[src/sv/mft_pkg.sv]
// shared types and constants for the multiturn tracker
package mft_pkg;

	// accumulator width in bits, valid from 24 to 64
	localparam int ACC_WIDTH = 48;

	// width of the clamped scaled magnitude (limit is 2^34)
	localparam int MAG_WIDTH = 35;
	localparam logic [MAG_WIDTH-1:0] MAG_LIMIT = MAG_WIDTH'(64'h4_0000_0000);

	localparam logic signed [31:0] HOME_ANGLE_RESET = 32'sd0;
	localparam logic [39:0] JOINT_SCALE_RESET = 40'h01_0000_0000;
	localparam logic [15:0] WRAP_THRESHOLD_RESET = 16'd41722;
	localparam logic [16:0] TURN_TICKS_RESET = 17'h1_0000;

	localparam int CFG_INDEX_WIDTH = 3;

	typedef logic signed [ACC_WIDTH-1:0] acc_t;
	typedef logic [ACC_WIDTH-1:0] mag_t;

	typedef enum logic [CFG_INDEX_WIDTH-1:0] {
		REG_HOME_ANGLE     = 3'd0,
		REG_REVERSE        = 3'd1,
		REG_JOINT_SCALE    = 3'd2,
		REG_WRAP_THRESHOLD = 3'd3,
		REG_TURN_TICKS     = 3'd4
	} cfg_reg_t;

	typedef struct packed {
		logic signed [31:0] home_angle;
		logic               reverse;
		logic [39:0]        joint_scale;
		logic [15:0]        wrap_threshold;
		logic [16:0]        turn_ticks;
	} cfg_t;

	// per-stage control: pipeline advance and stage occupancy
	typedef struct packed {
		logic adv;
		logic vld;
	} stage_ctl_t;

endpackage

[src/sv/mft_angle.sv]
// offset add, 32-bit saturation and the result register
module mft_angle (
	input  logic                          clk,
	input  mft_pkg::stage_ctl_t           ctl,
	input  logic signed [31:0]            home_angle,
	input  logic [mft_pkg::MAG_WIDTH-1:0] mag_s5,
	input  logic                          neg_s5,
	input  logic signed [15:0]            speed_s5,
	output logic signed [31:0]            angle_q,
	output logic signed [15:0]            speed_q
);
	import mft_pkg::*;

	logic signed [MAG_WIDTH+1:0] q;
	logic signed [MAG_WIDTH+1:0] total;
	logic signed [31:0]          angle_sat;

	always_comb begin
		q     = neg_s5 ? -$signed({2'b00, mag_s5}) : $signed({2'b00, mag_s5});
		total = $signed({{(MAG_WIDTH + 2 - 32){home_angle[31]}}, home_angle}) + q;
		if (total > (MAG_WIDTH+2)'(64'sh7fff_ffff)) begin
			angle_sat = 32'sh7fff_ffff;
		end else if (total < -(MAG_WIDTH+2)'(64'sh8000_0000)) begin
			angle_sat = 32'sh8000_0000;
		end else begin
			angle_sat = total[31:0];
		end
	end

	always_ff @(posedge clk) begin
		if (ctl.adv && ctl.vld) begin
			angle_q <= angle_sat;
			speed_q <= speed_s5;
		end
	end

endmodule

[config.mk]
export PLATFORM = sky130hd
export DESIGN_NAME = mft_angle
export DESIGN_NICKNAME = d
export VERILOG_FILES = /design/src/sv/mft_pkg.sv /design/src/sv/mft_angle.sv
export SDC_FILE = /design/constraint.sdc
export NUM_CORES = 1
export LEC_CHECK = 0
export ABC_AREA = 1
export BUFFER_PORTS_ARGS = -buffer_cell sky130_fd_sc_hd__buf_2
export CAP_MARGIN = 40
export CORE_MARGIN = 1
export CORE_UTILIZATION = 45
export DETAILED_ROUTE_END_ITERATION = 8
export PLACE_DENSITY_LB_ADDON = 0.05
export SYNTH_ARGS = -nofsm -noshare
export SYNTH_HDL_FRONTEND = slang
export SYNTH_SLANG_ARGS = --single-unit
[constraint.sdc]
create_clock -name clk -period 3.09 [get_ports clk]
set_clock_uncertainty 0.1 [all_clocks]
set_input_delay 0 -clock clk [delete_from_list [all_inputs] [get_ports clk]]
set_output_delay 0 -clock clk [all_outputs]
set_load 0.01 [all_outputs]
==> summary.md <==
| Metric | Value |
|---|---|
| Status | complete, but fails checks |
| Failing checks | negative setup slack |
| Worst setup EP type | flop |
| Pre-CTS worst setup slack | -686 ps |
| Nets | 1193 |
| Core Region | 11000 um^2 |
| Clock sink count | 48 |
| Root Driver | clkbuf_16 |
| Synth top area cells | edfxtp_1 28%, nand2_1 20%, ha_1 9.5% |
| H-Tree Depth | 2 |
| Global-route wire length before repair | 24000 um |
| # setup viols final | 32 |
| TritonCTS clock tree | built |
| Power Density | 431 nW/um^2 |
| Fillers | 902 |
| DRT antenna net count | 0 |
| Register area share after synthesis | 28.0% |
| Worst slew pin tran | 820 ps |
| Top post-synthesis cells by count | 276 x nand2_1, 98 x inv_1, 84 x nor2_1, 48 x edfxtp_1 |
| Layout cells sized above 1 | 42.6% |
| Pin count of the biggest net entering global routing | 32 |
| Pint | 0.00225 W |
| Footprint of the multi-input gates | 3920 um^2 |
| CP Class | in2reg |
| Max_cap viols | 0 |
| Max VDD drop | 0.000588 V |
| RSZ-0062 raised after global routing | true |
| Synthesized instance count | 761 |
| Final Max Tran Viols | 0 |
| Clk buf depth | 2 |
| WHS Path Cells | 4 |
| Register area | 1440 um^2 |
| Post-synth top area cell | edfxtp_1 |
| Smallest hold slack | 59.4 ps |
| Final worst-path cycle share | 111% |
| YS warnings | 0 |
| Die Width | 109 um |
| Switch share | 36.8% |
| N_diodes | 0 |
| Avg Inst Size Synth | 6.77 um^2 |
| NetSw | 0.00131 W |
| IO Count | 135 |
| Synth top area share | 28.0% |
| Placed Area | 7020 um^2 |
| Final Hold Fails | 0 |
| Yosys cell types | 33 |
| CP endpoint | angle_q[14]$_SDFFCE_PN1P_ |
| Peak fanout along the critical path | 8 |
| GRT overflow | 0 |
| Synth Register Bits | 48 |
| CP startpoint kind | input port |
| Number of global-route vias before repair | 5345 |
| Reg power frac | 23.8% |
| Clock slew seen by the registers of the worst setup and hold paths | 60 ps |
| CTS Buf Count | 5 |
| Syn Std Cell Area | 5150 um^2 |
| Max Clk Rate | 291 MHz |
| Slew headroom | 45.0% |
| Die Footprint | 11900 um^2 |
| Initial antenna violation count | 0 |
| Top_reg_cell synth | edfxtp_1 |
| Worst Path Arrival | 3380 ps |
| Combinational power share | 54.5% |
| EDFF count, synth | 48 |
| Starting Density | 46.9% |
| Post-DR wirelength/cell | 13.8 um |
| Global placer's final weighted congestion | 0.899 |
| Final core occ | 75.1% |
| Final wirelength | 16600 um |
| Fraction of registers with async set/reset | 0% |
| Critical path startpoint | mag_s5[0] |
| Tot Pwr | 0.00355 W |
| Clock period minus worst slack | 3440 ps |
| Critical Path RT | 3040 ps |
| Vias per inst | 4.91 |
| Via count | 5930 |
| HPWL after DPL | 12600 um |
| Count leader, synth | nand2_1 |
| Clock Power Share | 21.7% |
| Mapped Nets | 888 |
| Leak | 4.17 nW |
| Initial drt markers | 310 |
| Area grow syn2layout | 60.1% |
| 1st-pass router iterations | 5 |
| Row count | 38 |
| Die Y | 109 um |
| Port buffer count | 134 |
| Hold/Removal Path Class | in2reg |
| Final instance area | 8250 um^2 |
| # DRC | 0 |
| Final Worst Setup Slack | -346 ps |
| Gr usage total | 25.7% |
-- kinds of logic after synthesis --
kind of cell | count (synthesis) | synth area share (%)
DFF | 48 | 28.0
AOI/OAI and AO/OA | 71 | 8.02
buffers and inverters | 109 | 8.82
and+or+nand+nor | 431 | 34.8
xor gates and xnor gates | 62 | 10.5
adders and majority gates | 40 | 9.86
-- routing by layer --
layer | track usage (%) | part of all wire, % | vias up
li1 | - | - | 3047
met1 | 35.9 | 46 | 2648
met2 | 42.4 | 47 | 212
met3 | 1.37 | 4.6 | 23
met4 | 8.30 | 2.2 | 0
met5 | 0 | 0 | -
-- critical path, stage by stage --
cell and delay (ps):
buf_8 100, inv_6 50, ha_4 130, inv_4 40, nor3_4 130, nand3_2 130, nor2_4 130, nand4_1 180
nor2_4 250, nand4_1 190, nand2_2 170, xnor2_4 140, ha_4 250, nand2_1 60, nand2_1 70, nand2_1 100
nand3_2 90, nand2_1 70, nand3_1 80, nor2_2 140, nand4_1 120, nand2_2 130, nand2_2 80, nor2_4 120
nand2_4 70, nand2_8 100, clkbuf_16 180, nand2_2 60
-- layout make-up --
cell class,count,share of cell area [%]
flip-flops and latches,48,17.5
well taps,140,2.12
clock buffers,5,1.52
repair buffers,305,25.5
clock inverters,3,1.09
inverters,99,4.67
multi-input cells,607,47.6
-- stage by stage --
stage               std cells  setup TNS, ps
global placement         1162         -17340
global route             1207         -16860
CTS                      1188          -5890
detailed placement       1162         -20850
finish                   1207         -10270
floorplan                 761              0
-- state kept, by name, indices dropped and copies added, names as in the netlist --
| register | flops |
|---|---|
| angle_q | 32 |
| speed_q | 16 |
-- power by group through the flow --
stage	registers (W)	logic [W]	clock network [W]
2_1_floorplan	0.000897	0.000846	0
3_3_place_gp	0.000854	0.00149	0
3_5_place_dp	0.000855	0.00152	0
4_1_cts	0.000844	0.00156	0.000775
5_1_grt	0.000851	0.00210	0.000804
6_report	0.000844	0.00193	0.000771
-- layout by cell type (no fill, tap or decap), types with 7 or more instances in the layout --
cell / instances
ha_1: 30
nand2_2: 55
inv_1: 92
clkbuf_16: 7
xnor2_1: 20
nor2_2: 16
a21oi_1: 26
xor2_1: 38
edfxtp_1: 48
a21oi_2: 14
buf_2: 132
nand2_4: 12
nor2_1: 62
nand3_1: 20
buf_6: 7
nand3_2: 9
nand2_1: 216
dlygate4sd3_1: 16
nor2_4: 14
buf_4: 144
-- repair_timing --
item,4_1_cts,5_1_grt
hold endpoints to repair,16,0
endpoints found under the setup margin,32,32
pin swaps,3,67
resized for setup,9,159
hold buffers,16,0
buffers inserted,2,13
gates cloned,0,6
-- worst min-delay path by stage --
stage	from	end	slack, ps
floorplan	speed_s5[0]	speed_q[0]$_DFFE_PP_	-1
global placement	speed_s5[15]	speed_q[15]$_DFFE_PP_	80
detailed placement	speed_s5[15]	speed_q[15]$_DFFE_PP_	80
CTS	home_angle[0]	angle_q[0]$_SDFFCE_PN1P_	50
global route	home_angle[0]	angle_q[0]$_SDFFCE_PN1P_	70
finish	home_angle[0]	angle_q[0]$_SDFFCE_PN1P_	60
(Power assumes the default switching activity.)
