--- src/sv/mft_pkg.sv ---
// shared types and constants for the multiturn tracker
package mft_pkg;

	// accumulator width in bits, valid from 24 to 64
	localparam int ACC_WIDTH = 48;

	// width of the clamped scaled magnitude (limit is 2^34)
	localparam int MAG_WIDTH = 35;
	localparam logic [MAG_WIDTH-1:0] MAG_LIMIT = MAG_WIDTH'(64'h4_0000_0000);

	localparam logic signed [31:0] HOME_ANGLE_RESET = 32'sd0;
	localparam logic [39:0] JOINT_SCALE_RESET = 40'h01_0000_0000;
	localparam logic [15:0] WRAP_THRESHOLD_RESET = 16'd41722;
	localparam logic [16:0] TURN_TICKS_RESET = 17'h1_0000;

	localparam int CFG_INDEX_WIDTH = 3;

	typedef logic signed [ACC_WIDTH-1:0] acc_t;
	typedef logic [ACC_WIDTH-1:0] mag_t;

	typedef enum logic [CFG_INDEX_WIDTH-1:0] {
		REG_HOME_ANGLE     = 3'd0,
		REG_REVERSE        = 3'd1,
		REG_JOINT_SCALE    = 3'd2,
		REG_WRAP_THRESHOLD = 3'd3,
		REG_TURN_TICKS     = 3'd4
	} cfg_reg_t;

	typedef struct packed {
		logic signed [31:0] home_angle;
		logic               reverse;
		logic [39:0]        joint_scale;
		logic [15:0]        wrap_threshold;
		logic [16:0]        turn_ticks;
	} cfg_t;

	// per-stage control: pipeline advance and stage occupancy
	typedef struct packed {
		logic adv;
		logic vld;
	} stage_ctl_t;

endpackage

--- src/sv/mft_scale.sv ---
// accumulator to joint radians: magnitude, partial products, combine and clamp
module mft_scale (
	input  logic                        clk,
	input  mft_pkg::stage_ctl_t         ctl_s2,
	input  mft_pkg::stage_ctl_t         ctl_s3,
	input  mft_pkg::stage_ctl_t         ctl_s4,
	input  mft_pkg::cfg_t               cfg,
	input  mft_pkg::acc_t               acc_s2,
	output logic [mft_pkg::MAG_WIDTH-1:0] mag_s5,
	output logic                        neg_s5
);
	import mft_pkg::*;

	// stage 2: absolute value
	mag_t        mag_s3;
	logic        sign_s3;

	// stage 3: partial products
	logic [63:0] m64;
	logic [31:0] ml;
	logic [31:0] mh;
	logic [31:0] sl;
	logic [7:0]  sh;
	logic [63:0] pp_ll_s4;
	logic [39:0] pp_lh_s4;
	logic [63:0] pp_hl_s4;
	logic        hi_s4;
	logic        sign_s4;

	// stage 4: combine
	logic [63:0]          sum;
	logic [MAG_WIDTH-1:0] mag_c;
	logic                 frac;

	always_ff @(posedge clk) begin
		if (ctl_s2.adv && ctl_s2.vld) begin
			sign_s3 <= acc_s2[ACC_WIDTH-1];
			mag_s3  <= acc_s2[ACC_WIDTH-1] ? mag_t'(-acc_s2) : mag_t'(acc_s2);
		end
	end

	always_comb begin
		m64 = 64'(mag_s3);
		ml  = m64[31:0];
		mh  = m64[63:32];
		sl  = cfg.joint_scale[31:0];
		sh  = cfg.joint_scale[39:32];
	end

	always_ff @(posedge clk) begin
		if (ctl_s3.adv && ctl_s3.vld) begin
			pp_ll_s4 <= 64'(ml) * 64'(sl);
			pp_lh_s4 <= 40'(ml) * 40'(sh);
			pp_hl_s4 <= 64'(mh) * 64'(sl);
			hi_s4    <= (mh != '0) && (sh != '0);
			sign_s4  <= sign_s3;
		end
	end

	always_comb begin
		sum  = 64'(pp_ll_s4[63:32]) + 64'(pp_lh_s4) + pp_hl_s4;
		frac = |pp_ll_s4[31:0];
		if (hi_s4 || (pp_hl_s4 >= 64'(MAG_LIMIT))) begin
			mag_c = MAG_LIMIT;
		end else if (sum > 64'(MAG_LIMIT)) begin
			mag_c = MAG_LIMIT;
		end else begin
			mag_c = sum[MAG_WIDTH-1:0];
		end
	end

	// a negative product floors one further from zero when bits were dropped
	always_ff @(posedge clk) begin
		if (ctl_s4.adv && ctl_s4.vld) begin
			mag_s5 <= mag_c + MAG_WIDTH'(sign_s4 & frac);
			neg_s5 <= sign_s4 ^ cfg.reverse;
		end
	end

endmodule

--- config.mk ---
export PLATFORM = sky130hd
export DESIGN_NAME = mft_scale
export DESIGN_NICKNAME = d
export VERILOG_FILES = /design/src/sv/mft_pkg.sv /design/src/sv/mft_scale.sv
export SDC_FILE = /design/constraint.sdc
export NUM_CORES = 2
export LEC_CHECK = 0
export BUFFER_PORTS_ARGS = -buffer_cell sky130_fd_sc_hd__buf_4
export CAP_MARGIN = 15
export CORE_MARGIN = 3
export CORE_UTILIZATION = 65
export DETAILED_ROUTE_END_ITERATION = 10
export GPL_ROUTABILITY_DRIVEN = 0
export PLACE_DENSITY = 0.83
export SYNTH_ARGS = -nofsm -noshare
export SYNTH_HDL_FRONTEND = slang
export SYNTH_SLANG_ARGS = --single-unit
--- constraint.sdc ---
create_clock -name clk -period 10.75 [get_ports clk]
set_input_delay 0.5375 -clock clk [delete_from_list [all_inputs] [get_ports clk]]
set_output_delay 0.5375 -clock clk [all_outputs]
set_load 0.005 [all_outputs]
==> impl_metrics.xml <==
<?xml version="1.0" encoding="UTF-8"?>
<metrics>
  <group name="logic_synthesis">
    <metric name="ys_ff_latch" unit="">239</metric>
    <metric name="yosys_warnings" unit="">0</metric>
    <metric name="synth_compound_area_share" unit="%">5.75</metric>
    <metric name="synth_top_family_by_area" unit="">adder cells</metric>
    <metric name="netlist_area" unit="um^2">68500</metric>
    <metric name="yosys_most_used_dff" unit="">edfxtp_1</metric>
    <metric name="synthesis.area_per_instance" unit="um^2">9.41</metric>
    <metric name="yosys-mux-area-fraction" unit="%">0.0146</metric>
    <metric name="synth.distinct_cells" unit="">72</metric>
    <metric name="seq_area_frac_synth" unit="%">10.5</metric>
    <metric name="synthesized_instance_count" unit="">7275</metric>
    <metric name="mappedNetlistNets" unit="">9457</metric>
    <metric name="synth_simple_gate_area_share" unit="%">17.1</metric>
    <metric name="post_synth_fa_ha_maj_area_fraction" unit="%">53.7</metric>
    <metric name="yosys.area_share.xor_xnor" unit="%">2.97</metric>
    <metric name="edff_count_synth" unit="">239</metric>
    <metric name="postSynth.asyncResetShare" unit="%">0</metric>
  </group>
  <group name="critical_path">
    <metric name="setup.worst_path.class" unit="">reg2reg</metric>
    <metric name="cp-end-kind" unit="">register</metric>
    <metric name="critPathMaxFanout" unit="">31</metric>
    <metric name="r2r_slack" unit="ns">1.28</metric>
    <metric name="worstSetupStartpointType" unit="">register</metric>
    <metric name="worst_ep_arrival_time" unit="ns">9.92</metric>
    <metric name="r2r-start" unit="">mag_s3[17]</metric>
    <metric name="crit-reg2reg-capture" unit="">pp_ll_s4[63]</metric>
    <metric name="count_of_cells_along_the_worst_register_to_register_path" unit="">25</metric>
    <metric name="data_required_time_at_the_worst_endpoint" unit="ns">11.20</metric>
  </group>
  <group name="worst_hold_path">
    <metric name="min_delay_worst_endpoint" unit="">mag_s3[0]</metric>
    <metric name="min_path_cells" unit="">1</metric>
    <metric name="holdCritStartpoint" unit="">acc_s2[0]</metric>
    <metric name="min_path_type" unit="">in2reg</metric>
  </group>
  <group name="clocking">
    <metric name="ctsHoldBuffers" unit="">0</metric>
    <metric name="clkSinkCount" unit="">239</metric>
    <metric name="cts_tree" unit="">built</metric>
    <metric name="post_cts.repair.setup_buffers" unit="">0</metric>
    <metric name="cts-buffers-inserted" unit="">31</metric>
    <metric name="cts_max_path_buffers" unit="">3</metric>
    <metric name="cts.reportedPaths.clkPinSlew" unit="ns">0.06</metric>
    <metric name="worst_skew_pair.late_latency" unit="ns">0.65</metric>
    <metric name="cts-htree-levels" unit="">1</metric>
    <metric name="cts_repair_resize_count" unit="">0</metric>
    <metric name="root_buffer" unit="">clkbuf_16</metric>
  </group>
  <group name="global_routing">
    <metric name="grt_max_degree" unit="">81</metric>
    <metric name="grt_overflow" unit="">0</metric>
    <metric name="grt_usage" unit="%">34.8</metric>
    <metric name="grt_pass1_wl" unit="um">295000</metric>
    <metric name="antenna_found_initial" unit="">7</metric>
    <metric name="via_count_of_the_first_global_routing_pass" unit="">55400</metric>
  </group>
  <group name="sta">
    <metric name="drv_slew" unit="">0</metric>
    <metric name="timing_hold_violations_final" unit="">0</metric>
    <metric name="setup_tns" unit="ns">0</metric>
    <metric name="fin_skew" unit="ns">0.0226</metric>
    <metric name="post-route-period-util" unit="%">88.1</metric>
    <metric name="relative_max_transition_margin" unit="%">24.0</metric>
    <metric name="rsz0062_at_grt" unit="">no</metric>
    <metric name="final-setup-viol-count" unit="">0</metric>
    <metric name="max_slew.worst_pin.slew" unit="ns">1.14</metric>
    <metric name="fmax" unit="MHz">106</metric>
    <metric name="period_minus_slack" unit="ns">9.47</metric>
  </group>
  <group name="floorplan">
    <metric name="die-width" unit="um">331</metric>
    <metric name="die_area" unit="um^2">109000</metric>
    <metric name="floorplan.rows" unit="">118</metric>
    <metric name="io_pins" unit="">197</metric>
    <metric name="die_h" unit="um">331</metric>
    <metric name="coreArea" unit="um^2">104000</metric>
    <metric name="initial_utilization" unit="%">65.8</metric>
  </group>
  <group name="routing">
    <metric name="drt-total-wl" unit="um">185000</metric>
    <metric name="drt_iter0_markers" unit="">4792</metric>
    <metric name="firstDrtPassIters" unit="">6</metric>
    <metric name="avgRoutedWirePerCell" unit="um">21.6</metric>
    <metric name="drt_drc_violations_left" unit="">0</metric>
    <metric name="vias_per_cell" unit="">6.04</metric>
    <metric name="dr_total_vias" unit="">51500</metric>
    <metric name="drtAntennaViolNets" unit="">0</metric>
  </group>
  <group name="final_layout">
    <metric name="mostFrequentLayoutCell" unit="">fa_1</metric>
    <metric name="area.growth.synth_to_final" unit="%">4.17</metric>
    <metric name="layout-drive-gt1-share" unit="%">3.98</metric>
    <metric name="final_net_count" unit="">9299</metric>
    <metric name="layout.cells.most_common_list" unit="">fa_1, inv_1, nand2_1</metric>
  </group>
  <group name="place">
    <metric name="port_buffers" unit="">131</metric>
    <metric name="detailedPlacementHpwl" unit="um">138000</metric>
  </group>
  <group name="run">
    <metric name="drv_cap" unit="">0</metric>
  </group>
  <group name="status">
    <metric name="outcome" unit="">complete, no violations</metric>
  </group>
</metrics>
## state kept, by name, indices dropped and copies added (netlist names)
name      count
hi_s4         1
mag_s3       48
mag_s5       35
neg_s5        1
pp_hl_s4     48
pp_lh_s4     40
pp_ll_s4     64
sign_s3       1
sign_s4       1
## kinds of logic (layout without fill, tap and decap cells)
kind of cell,count (synthesis),after routing
simple gates,2348,2348
fa+ha+maj,2021,2021
buf+inv,1829,1695
compound gates,605,605
flops,239,239
xor+xnor,232,232
mux,1,1
other cells,0,9
## metrics by stage
stage	setup slack, ns	instances	area [um^2]	util [%]	hold slack (ns)
final	1.28	8530	71300	68.5	0.122
after global routing	0.979	8522	71300	68.5	0.103
after CTS	1.31	8520	71300	68.5	0.0881
after detailed placement	1.42	8463	70200	67.5	0.553
after global placement	1.60	8463	70200	67.5	0.559
after floorplan	2.94	7275	68500	-	0.400
## worst max-delay path, stage by stage, from the launching register on
cell and delay [ns]:
edfxtp_1 0.63, buf_4 0.53, and2_1 0.23, fa_1 0.45, fa_1 0.55, inv_1 0.05, fa_1 0.50, fa_1 0.51
inv_1 0.06, fa_1 0.56, fa_1 0.43, fa_1 0.50, inv_1 0.06, fa_1 0.49, inv_1 0.05, ha_1 0.34
inv_1 0.09, or3_1 0.41, a211oi_1 0.79, o21ai_0 0.25, o211ai_1 0.31, a31oi_1 0.33, o31ai_1 0.54, a31o_2 0.27
nor4_1 0.06, a311oi_1 0.29
## worst max path at each step
stage | startpoint | slack [ns] | end | depth (start not counted)
after CTS | mag_s3[18] | 1.31 | pp_ll_s4[63] | 24
final | mag_s3[17] | 1.28 | pp_ll_s4[63] | 25
after global placement | cfg[41] | 1.60 | pp_ll_s4[63] | 27
after global routing | mag_s3[17] | 0.98 | pp_ll_s4[63] | 25
after floorplan | cfg[35] | 2.94 | pp_ll_s4[63] | 26
after detailed placement | mag_s3[18] | 1.42 | pp_ll_s4[63] | 24
## metal layers
layer  part of all wire (%)  global-route usage, %  up-vias
met1                     35                   43.6    26000
met5                  0.037                      0        -
met2                     47                   55.7     3007
li1                       -                      -    21700
met4                    7.3                   20.8       10
met3                     11                   8.15      763
## cell usage after synthesis (all sizes together) (8+ instances only)
| master | number | share of area, % |
|---|---|---|
| xor2 | 67 | 0.86 |
| ha | 494 | 9.0 |
| and4 | 11 | 0.14 |
| nor3b | 8 | 0.088 |
| nor4 | 26 | 0.24 |
| o41ai | 10 | 0.15 |
| nor3 | 44 | 0.32 |
| o31ai | 18 | 0.20 |
| nand3 | 53 | 0.39 |
| clkbuf | 395 | 2.2 |
| fa | 1527 | 45 |
| edfxtp | 239 | 10 |
| o21bai | 25 | 0.27 |
| or3 | 13 | 0.13 |
| inv | 1434 | 7.9 |
| xnor2 | 165 | 2.1 |
| o21ai | 111 | 0.81 |
| nand2 | 1076 | 5.9 |
| or4 | 18 | 0.23 |
| nand4 | 31 | 0.28 |
| and3 | 16 | 0.15 |
| a21oi | 184 | 1.3 |
| a211oi | 14 | 0.15 |
| nor2 | 127 | 0.70 |
| o21a | 24 | 0.26 |
| nor2b | 16 | 0.15 |
| o211ai | 14 | 0.15 |
| a21o | 99 | 1.1 |
| and2 | 852 | 7.8 |
| a31oi | 20 | 0.18 |
| nand2b | 29 | 0.26 |
## final cells by class
cell class | instances | area, um^2
Antenna cell | 9 | 22.5
Clock buffer | 33 | 783
Clock inverter | 24 | 251
Fill cell | 7638 | 32800
Inverter | 1434 | 5380
Multi-Input combinational cell | 5207 | 54400
Sequential cell | 239 | 7180
Tap cell | 1380 | 1730
Timing Repair Buffer | 204 | 1550
Power is not shown: default switching activity piles up to over one toggle a cycle in this logic, so the estimate is an artifact.
