## config.mk

```make
export PLATFORM = sky130hd
export DESIGN_NAME = mft_track
export DESIGN_NICKNAME = d
export VERILOG_FILES = /design/src/sv/mft_pkg.sv /design/src/sv/mft_track.sv
export SDC_FILE = /design/constraint.sdc
export NUM_CORES = 1
export LEC_CHECK = 0
export BUFFER_PORTS_ARGS = -buffer_cell sky130_fd_sc_hd__buf_4
export CAP_MARGIN = 10
export CORE_ASPECT_RATIO = 0.7
export CORE_MARGIN = 4
export CORE_UTILIZATION = 55
export DETAILED_ROUTE_END_ITERATION = 12
export PLACE_DENSITY = 0.79
export SETUP_SLACK_MARGIN = 0.4
export SLEW_MARGIN = 0
export SYNTH_ARGS = -nofsm -noshare
export SYNTH_HDL_FRONTEND = slang
export SYNTH_SLANG_ARGS = --single-unit
```

## constraint.sdc

```tcl
create_clock -name clk -period 8.6 [get_ports clk]
set_input_delay 0.43 -clock clk [delete_from_list [all_inputs] [get_ports clk]]
set_output_delay 0.43 -clock clk [all_outputs]
set_load 0.05 [all_outputs]
```

## src/sv/mft_pkg.sv

```systemverilog
// shared types and constants for the multiturn tracker
package mft_pkg;

	// accumulator width in bits, valid from 24 to 64
	localparam int ACC_WIDTH = 48;

	// width of the clamped scaled magnitude (limit is 2^34)
	localparam int MAG_WIDTH = 35;
	localparam logic [MAG_WIDTH-1:0] MAG_LIMIT = MAG_WIDTH'(64'h4_0000_0000);

	localparam logic signed [31:0] HOME_ANGLE_RESET = 32'sd0;
	localparam logic [39:0] JOINT_SCALE_RESET = 40'h01_0000_0000;
	localparam logic [15:0] WRAP_THRESHOLD_RESET = 16'd41722;
	localparam logic [16:0] TURN_TICKS_RESET = 17'h1_0000;

	localparam int CFG_INDEX_WIDTH = 3;

	typedef logic signed [ACC_WIDTH-1:0] acc_t;
	typedef logic [ACC_WIDTH-1:0] mag_t;

	typedef enum logic [CFG_INDEX_WIDTH-1:0] {
		REG_HOME_ANGLE     = 3'd0,
		REG_REVERSE        = 3'd1,
		REG_JOINT_SCALE    = 3'd2,
		REG_WRAP_THRESHOLD = 3'd3,
		REG_TURN_TICKS     = 3'd4
	} cfg_reg_t;

	typedef struct packed {
		logic signed [31:0] home_angle;
		logic               reverse;
		logic [39:0]        joint_scale;
		logic [15:0]        wrap_threshold;
		logic [16:0]        turn_ticks;
	} cfg_t;

	// per-stage control: pipeline advance and stage occupancy
	typedef struct packed {
		logic adv;
		logic vld;
	} stage_ctl_t;

endpackage

```

## src/sv/mft_track.sv

```systemverilog
// tick unwrap, saturating accumulator and speed sign handling
module mft_track (
	input  logic                    clk,
	input  logic                    arst_n,
	input  mft_pkg::stage_ctl_t     ctl,
	input  mft_pkg::cfg_t           cfg,
	input  logic [15:0]             speed_s1,
	input  logic [15:0]             encoder_s1,
	output mft_pkg::acc_t           acc_s2,
	output logic signed [15:0]      speed_s2
);
	import mft_pkg::*;

	logic                     first_q;
	logic [15:0]              prev_q;
	acc_t                     acc_q;

	logic signed [16:0]       diff;
	logic signed [16:0]       thr;
	logic signed [18:0]       diff_x;
	logic signed [18:0]       turn;
	logic signed [18:0]       step;
	logic signed [ACC_WIDTH:0] sum;
	acc_t                     acc_sat;
	acc_t                     acc_next;
	logic signed [15:0]       speed_in;
	logic signed [15:0]       speed_dir;

	always_comb begin
		diff   = $signed({1'b0, encoder_s1}) - $signed({1'b0, prev_q});
		thr    = $signed({1'b0, cfg.wrap_threshold});
		diff_x = $signed({{2{diff[16]}}, diff});
		turn   = $signed({2'b00, cfg.turn_ticks});
		if (diff > thr) begin
			step = diff_x - turn;
		end else if (diff < -thr) begin
			step = diff_x + turn;
		end else begin
			step = diff_x;
		end
		sum = $signed({acc_q[ACC_WIDTH-1], acc_q})
			+ $signed({{(ACC_WIDTH + 1 - 19){step[18]}}, step});
		// overflow when the two top bits disagree
		if (sum[ACC_WIDTH] != sum[ACC_WIDTH-1]) begin
			acc_sat = sum[ACC_WIDTH] ? {1'b1, {(ACC_WIDTH-1){1'b0}}}
				: {1'b0, {(ACC_WIDTH-1){1'b1}}};
		end else begin
			acc_sat = sum[ACC_WIDTH-1:0];
		end
		acc_next = first_q ? '0 : acc_sat;
	end

	always_comb begin
		speed_in = $signed(speed_s1);
		if (cfg.reverse) begin
			speed_dir = (speed_in == 16'sh8000) ? 16'sh7fff : -speed_in;
		end else begin
			speed_dir = speed_in;
		end
	end

	always_ff @(posedge clk or negedge arst_n) begin
		if (!arst_n) begin
			first_q <= 1'b1;
			prev_q  <= '0;
			acc_q   <= '0;
		end else if (ctl.adv && ctl.vld) begin
			first_q <= 1'b0;
			prev_q  <= encoder_s1;
			acc_q   <= acc_next;
		end
	end

	always_ff @(posedge clk) begin
		if (ctl.adv && ctl.vld) begin
			acc_s2   <= acc_next;
			speed_s2 <= speed_dir;
		end
	end

endmodule

```

==> reports/qor.yml, run 1 <==
placed_design:
  dp.cells: 1757
  port_buffers: 133
  hpwl_um: 23630
  gp_congestion: 0.9456
layout:
  register_area_um2: 3550
  area_growth_pct: 20.82
  multi_input_area_um2: 7552
  drive_gt1_share_pct: 19.24
  fin_nets: 1792
  antenna-diode-count: 0
  nFillCells: 1611
  fin_cells: 1798
grt:
  grt_pass1_vias: 10044
  grt_pass1_wl_um: 50090
  overflow: 0
  grtUsageTotal_pct: 26.13
  grt_start_max_net_pins: 66
  antenna_found_initial: 2
route:
  drcViolationCount: 0
  ant_nets: 0
  vias: 10859
  routedWlPerCell_um: 17.59
  drtPass1Iterations: 7
  drtIter0Drc: 1144
  wirelength_um: 31620
  vias_per_cell: 6.039
timing:
  slew_headroom_pct: 39.67
  worst_pin_slew_ns: 0.9050
  hold-worst-slack_ns: 0.1239
  slew_violations: 0
  min_period_ns: 7.893
  fin_skew_ns: 0.009652
  rsz0062_at_grt: "no"
  min_period_over_period_pct: 91.78
  setup_viol: 0
  fin_setup_tns_ns: 0
  fmax_ghz: 0.1267
  final-hold-violation-count: 0
yosys:
  synth_cell_types: 90
  ys_ff_latch: 129
  yosysWarnings: 0
  synth_area_um2: 11470
  ys_seq_area_share_pct: 30.94
  ys_async_sr_fraction_pct: 50.39
  synth_fp_nets: 1623
  synth.avg_cell_area_um2: 8.522
  syn_inst: 1346
  synth_edf_count: 64
  ys.flop_type: "edfxtp_1"
die:
  die_area_um2: 23270
  start_util_pct: 57.01
  row_count: 43
  die_w_um: 180.6
  io_pins: 206
  die_y_um: 128.8
  coreArea_um2: 20120
cts:
  cts_tree: "built"
  postCtsHoldBufs: 0
  clk-insertion-delay-late_ns: 0.42
  clkTransAtPathRegs_ns: 0.06
  clock_path_buffers: 2
  htree_levels: 4
  cts_root_buf: "clkbuf_16"
  clock_sinks: 129
  cts-buffers-inserted: 17
setup_path:
  r2r-start: "prev_q[0]"
  slowest_stage: "or4_1"
  slowest_delay_ns: 0.55
  reg2reg_depth: 34
  cp-end-kind: "flop"
  critPathArrivalTime_ns: 8.05
  path_max_fanout: 5
  cp-start-kind: "flop"
  crit_required_ns: 8.76
  crit_type: "flop to flop"
  rr_endpoint: "acc_s2[46]"
  regToRegSetupSlack_ns: 0.71
outcome:
  outcome: "completed"
hold_path:
  hold_class: "primary input to asynchronous set/reset pin"
run:
  maxCapViolCount: 0
[worst max-delay path, delay by kind of cell (launching register included)]
kind | cells | cell delay, ns
DFF | 1 | 0.35
buffers and inverters | 4 | 0.47
AOI/OAI and AO/OA | 17 | 3.87
xor gates and xnor gates | 1 | 0.16
and+or+nand+nor | 7 | 1.36
adders and majority gates | 5 | 1.42
[routing by layer]
metal  wire length (um)  track usage, %  up-vias
li1                   -               -     5214
met4                380           5.422        4
met5                 27               0        -
met2              13410           39.26      516
met3               3111           6.216       51
met1              14690           38.75     5074
[timing repair]
action,4_1_cts,5_1_grt
pin swaps,1,7
resized for setup,1,37
endpoints found under the setup margin,6,94
cloned,0,1
buffers inserted,2,6
[cell usage in the layout (no fill, tap or decap), drive strengths merged, types with 23 or more instances in the layout]
| master | n |
|---|---|
| xor2 | 30 |
| nand3 | 23 |
| o21ai | 116 |
| a21oi | 90 |
| edfxtp | 64 |
| ha | 131 |
| nor2 | 146 |
| inv | 101 |
| buf | 196 |
| dfrtp | 64 |
| nor3 | 26 |
| nand2 | 140 |
| a21o | 38 |
| xnor2 | 54 |
[metrics by stage]
stage          cell area [um^2]  utilization (%)  setup WS [ns]
6_report                  13860            68.88         0.7073
5_1_grt                   13860            68.88         0.3367
4_1_cts                   13620            67.70         0.3952
3_5_place_dp              13050            64.84         0.1214
3_3_place_gp              13050            64.84         0.2707
2_1_floorplan             11470                -         0.8385
[cell families (layout without fill, tap and decap cells)]
family,Yosys count,count (layout),share of synthesized area [%]
flops,129,129,30.94
fa+ha+maj,135,135,14.99
mux,10,10,0.9599
xor+xnor,86,86,6.948
buf+inv,142,323,4.985
compound gates,411,412,24.13
simple gates,433,433,17.05
[synthesized netlist by cell type, types with 9 or more instances]
master	count	area share [%]
a211oi_1	9	0.59
a21o_1	36	2.4
a21oi_1	89	3.9
a31oi_1	12	0.65
and3_1	14	0.76
buf_2	11	0.48
clkbuf_1	29	0.95
dfrtp_1	64	14
edfxtp_1	64	17
ha_1	131	14
inv_1	95	3.1
nand2_1	139	4.5
nand2b_1	14	0.76
nand3_1	23	1.0
nand4_1	13	0.71
nor2_1	146	4.8
nor2b_1	14	0.76
nor3_1	25	1.1
o211ai_1	14	0.92
o21a_1	16	1.0
o21ai_0	107	4.7
o21bai_1	18	1.2
o31ai_1	10	0.65
or2_2	9	0.49
or3_1	10	0.55
xnor2_1	53	4.0
xor2_1	29	2.2
[state kept, by name, indices dropped and copies added, names as in the netlist]
register,count
acc_q,48
acc_s2,48
prev_q,16
speed_s2,16
first_q,1
[layout make-up]
class	count	share of cell area [%]
multi-input combinational	1076	54.49
sequential	129	25.61
timing repair buffer	196	10.82
clock buffer	18	3.097
inverter	95	2.591
tap	270	2.437
clock inverter	14	0.9479
[worst max path at each step]
stage                  start         end  slack, ns  depth (start not counted)
6_report           prev_q[0]  acc_s2[46]       0.71                         34
5_1_grt            prev_q[0]  acc_s2[46]       0.34                         34
4_1_cts            prev_q[0]   acc_q[39]       0.40                         32
3_5_place_dp   encoder_s1[0]   acc_q[39]       0.12                         33
3_3_place_gp   encoder_s1[0]   acc_q[39]       0.27                         34
2_1_floorplan  encoder_s1[0]  acc_s2[32]       0.84                         36
Power of run 1 is left out: the tool's default activity adds up to more than one toggle a clock period on the data nets, which glitch-free logic cannot reach.
==> run 2: changes to the inputs <==
Clock period 8.6 ns to 9.1 ns, I/O delays scaled along.
==> reports/qor.yml, run 2 (synthesis results as in run 1) <==
timing:
  slew_violations: 0
  setup_viol: 0
  fmax_ghz: 0.1197
  min_period_ns: 8.352
  slew_headroom_pct: 39.66
  rsz0062_at_grt: "yes"
  worst_pin_slew_ns: 0.9050
  final-hold-violation-count: 0
  fin_setup_tns_ns: 0
  min_period_over_period_pct: 91.78
  hold-worst-slack_ns: 0.1728
  fin_skew_ns: 0.01173
layout:
  final_cell_mix: "buf_4 (170), nor2_1 (146), nand2_1 (139)"
  final_common_cell: "buf_4"
  top_regs: "acc_q x48, acc_s2 x48"
  stdcell_area_um2: 13640
  fin_nets: 1768
  area_growth_pct: 18.89
  nFillCells: 1657
  antenna-diode-count: 0
  post-route-util_pct: 67.78
  drive_gt1_share_pct: 16.82
route:
  drtIter0Drc: 939
  drtPass1Iterations: 5
  vias: 10749
  routedWlPerCell_um: 17.61
  vias_per_cell: 6.059
  wirelength_um: 31240
  drcViolationCount: 0
  ant_nets: 0
hold_path:
  hold_class: "primary input to asynchronous set/reset pin"
cts:
  cts_tree: "built"
  clk-insertion-delay-late_ns: 0.42
  cts-buffers-inserted: 17
  clock_sinks: 129
  cts_root_buf: "clkbuf_16"
  clock_path_buffers: 2
  clkTransAtPathRegs_ns: 0.06
  htree_levels: 4
grt:
  grt_pass1_vias: 10110
  antenna_found_initial: 1
  grt_pass1_wl_um: 51030
  grt_start_max_net_pins: 66
  overflow: 0
  grtUsageTotal_pct: 26.48
setup_path:
  crit_required_ns: 9.45
  r2r-start: "prev_q[0]"
  crit_path_frequent_cell: "buf_4"
  path_max_fanout: 10
  regToRegSetupSlack_ns: 0.75
  slowest_delay_ns: 0.54
  cp-start-kind: "flop"
  cp-end-kind: "flop"
  critPathArrivalTime_ns: 8.70
  reg2reg_depth: 36
  crit_type: "flop to flop"
  startpoint: "prev_q[0]"
  rr_endpoint: "acc_q[40]"
  crit_path_end: "acc_q[40]"
  slowest_stage: "or4_1"
die:
  row_count: 43
  die_area_um2: 23270
  io_pins: 206
  coreArea_um2: 20120
  start_util_pct: 57.01
  die_y_um: 128.8
  die_w_um: 180.6
placed_design:
  gp_congestion: 1.001
  port_buffers: 133
  hpwl_um: 23370
  dpl_cell_area_um2: 12880
run:
  maxCapViolCount: 0
outcome:
  outcome: "completed"
==> run 2: changes by cell type in the layout (fill, tap and decap cells not counted), moves of 3 or more <==
cell and change:
buf_4 -23, ha_1 +5, inv_6 -5, a21oi_1 +3, a21oi_2 -3, bufinv_16 +3
ha_2 -3
==> run 2: worst min path at each step <==
stage	slack, ns	endpoint	depth (start not counted)
final	0.17	acc_q[12]	1
after global routing	0.24	acc_q[14]	1
after CTS	0.20	acc_q[12]	1
after detailed placement	0.48	acc_q[36]	2
after global placement	0.47	acc_q[0]	2
after floorplan	0.16	acc_q[0]	0
==> run 2: what timing repair did <==
item | 4_1_cts | 5_1_grt
hold buffers | 0 | 0
buffers inserted | 0 | 5
endpoints found under the setup margin | 0 | 94
resized for setup | 0 | 17
==> run 2: final cells by class <==
type | instances | area [um^2] | share of cell area [%]
repair buffers | 173 | 1319 | 9.670
clock buffers | 20 | 467.9 | 3.431
well taps | 270 | 337.8 | 2.477
inverters | 95 | 359.1 | 2.633
flip-flops and latches | 129 | 3550 | 26.03
clock inverters | 12 | 180.2 | 1.321
multi-input cells | 1075 | 7425 | 54.44
==> run 2: critical path, delay by kind of cell, from the launching register on <==
kind	cells	cell delay [ns]
flip-flops	1	0.35
AO/OA/AOI/OAI	16	3.65
multiplexers	1	0.23
buffers and inverters	7	0.97
AND/OR/NAND/NOR	7	1.60
adder cells (fa/ha/maj)	5	1.44
==> run 2: metrics by stage <==
step	worst slack, ns	instances
6_report	0.7484	1774
5_1_grt	0.3936	1774
4_1_cts	0.5589	1769
3_5_place_dp	0.3408	1737
3_3_place_gp	0.5182	1737
2_1_floorplan	1.313	1346
==> run 2: routing by layer <==
layer  GRT usage (%)  wire length, um
met1           39.30            14750
met2           40.21            13060
met3           6.019             3005
met4           5.067              401
met5               0               13
Power of run 2 is left out for the same reason.
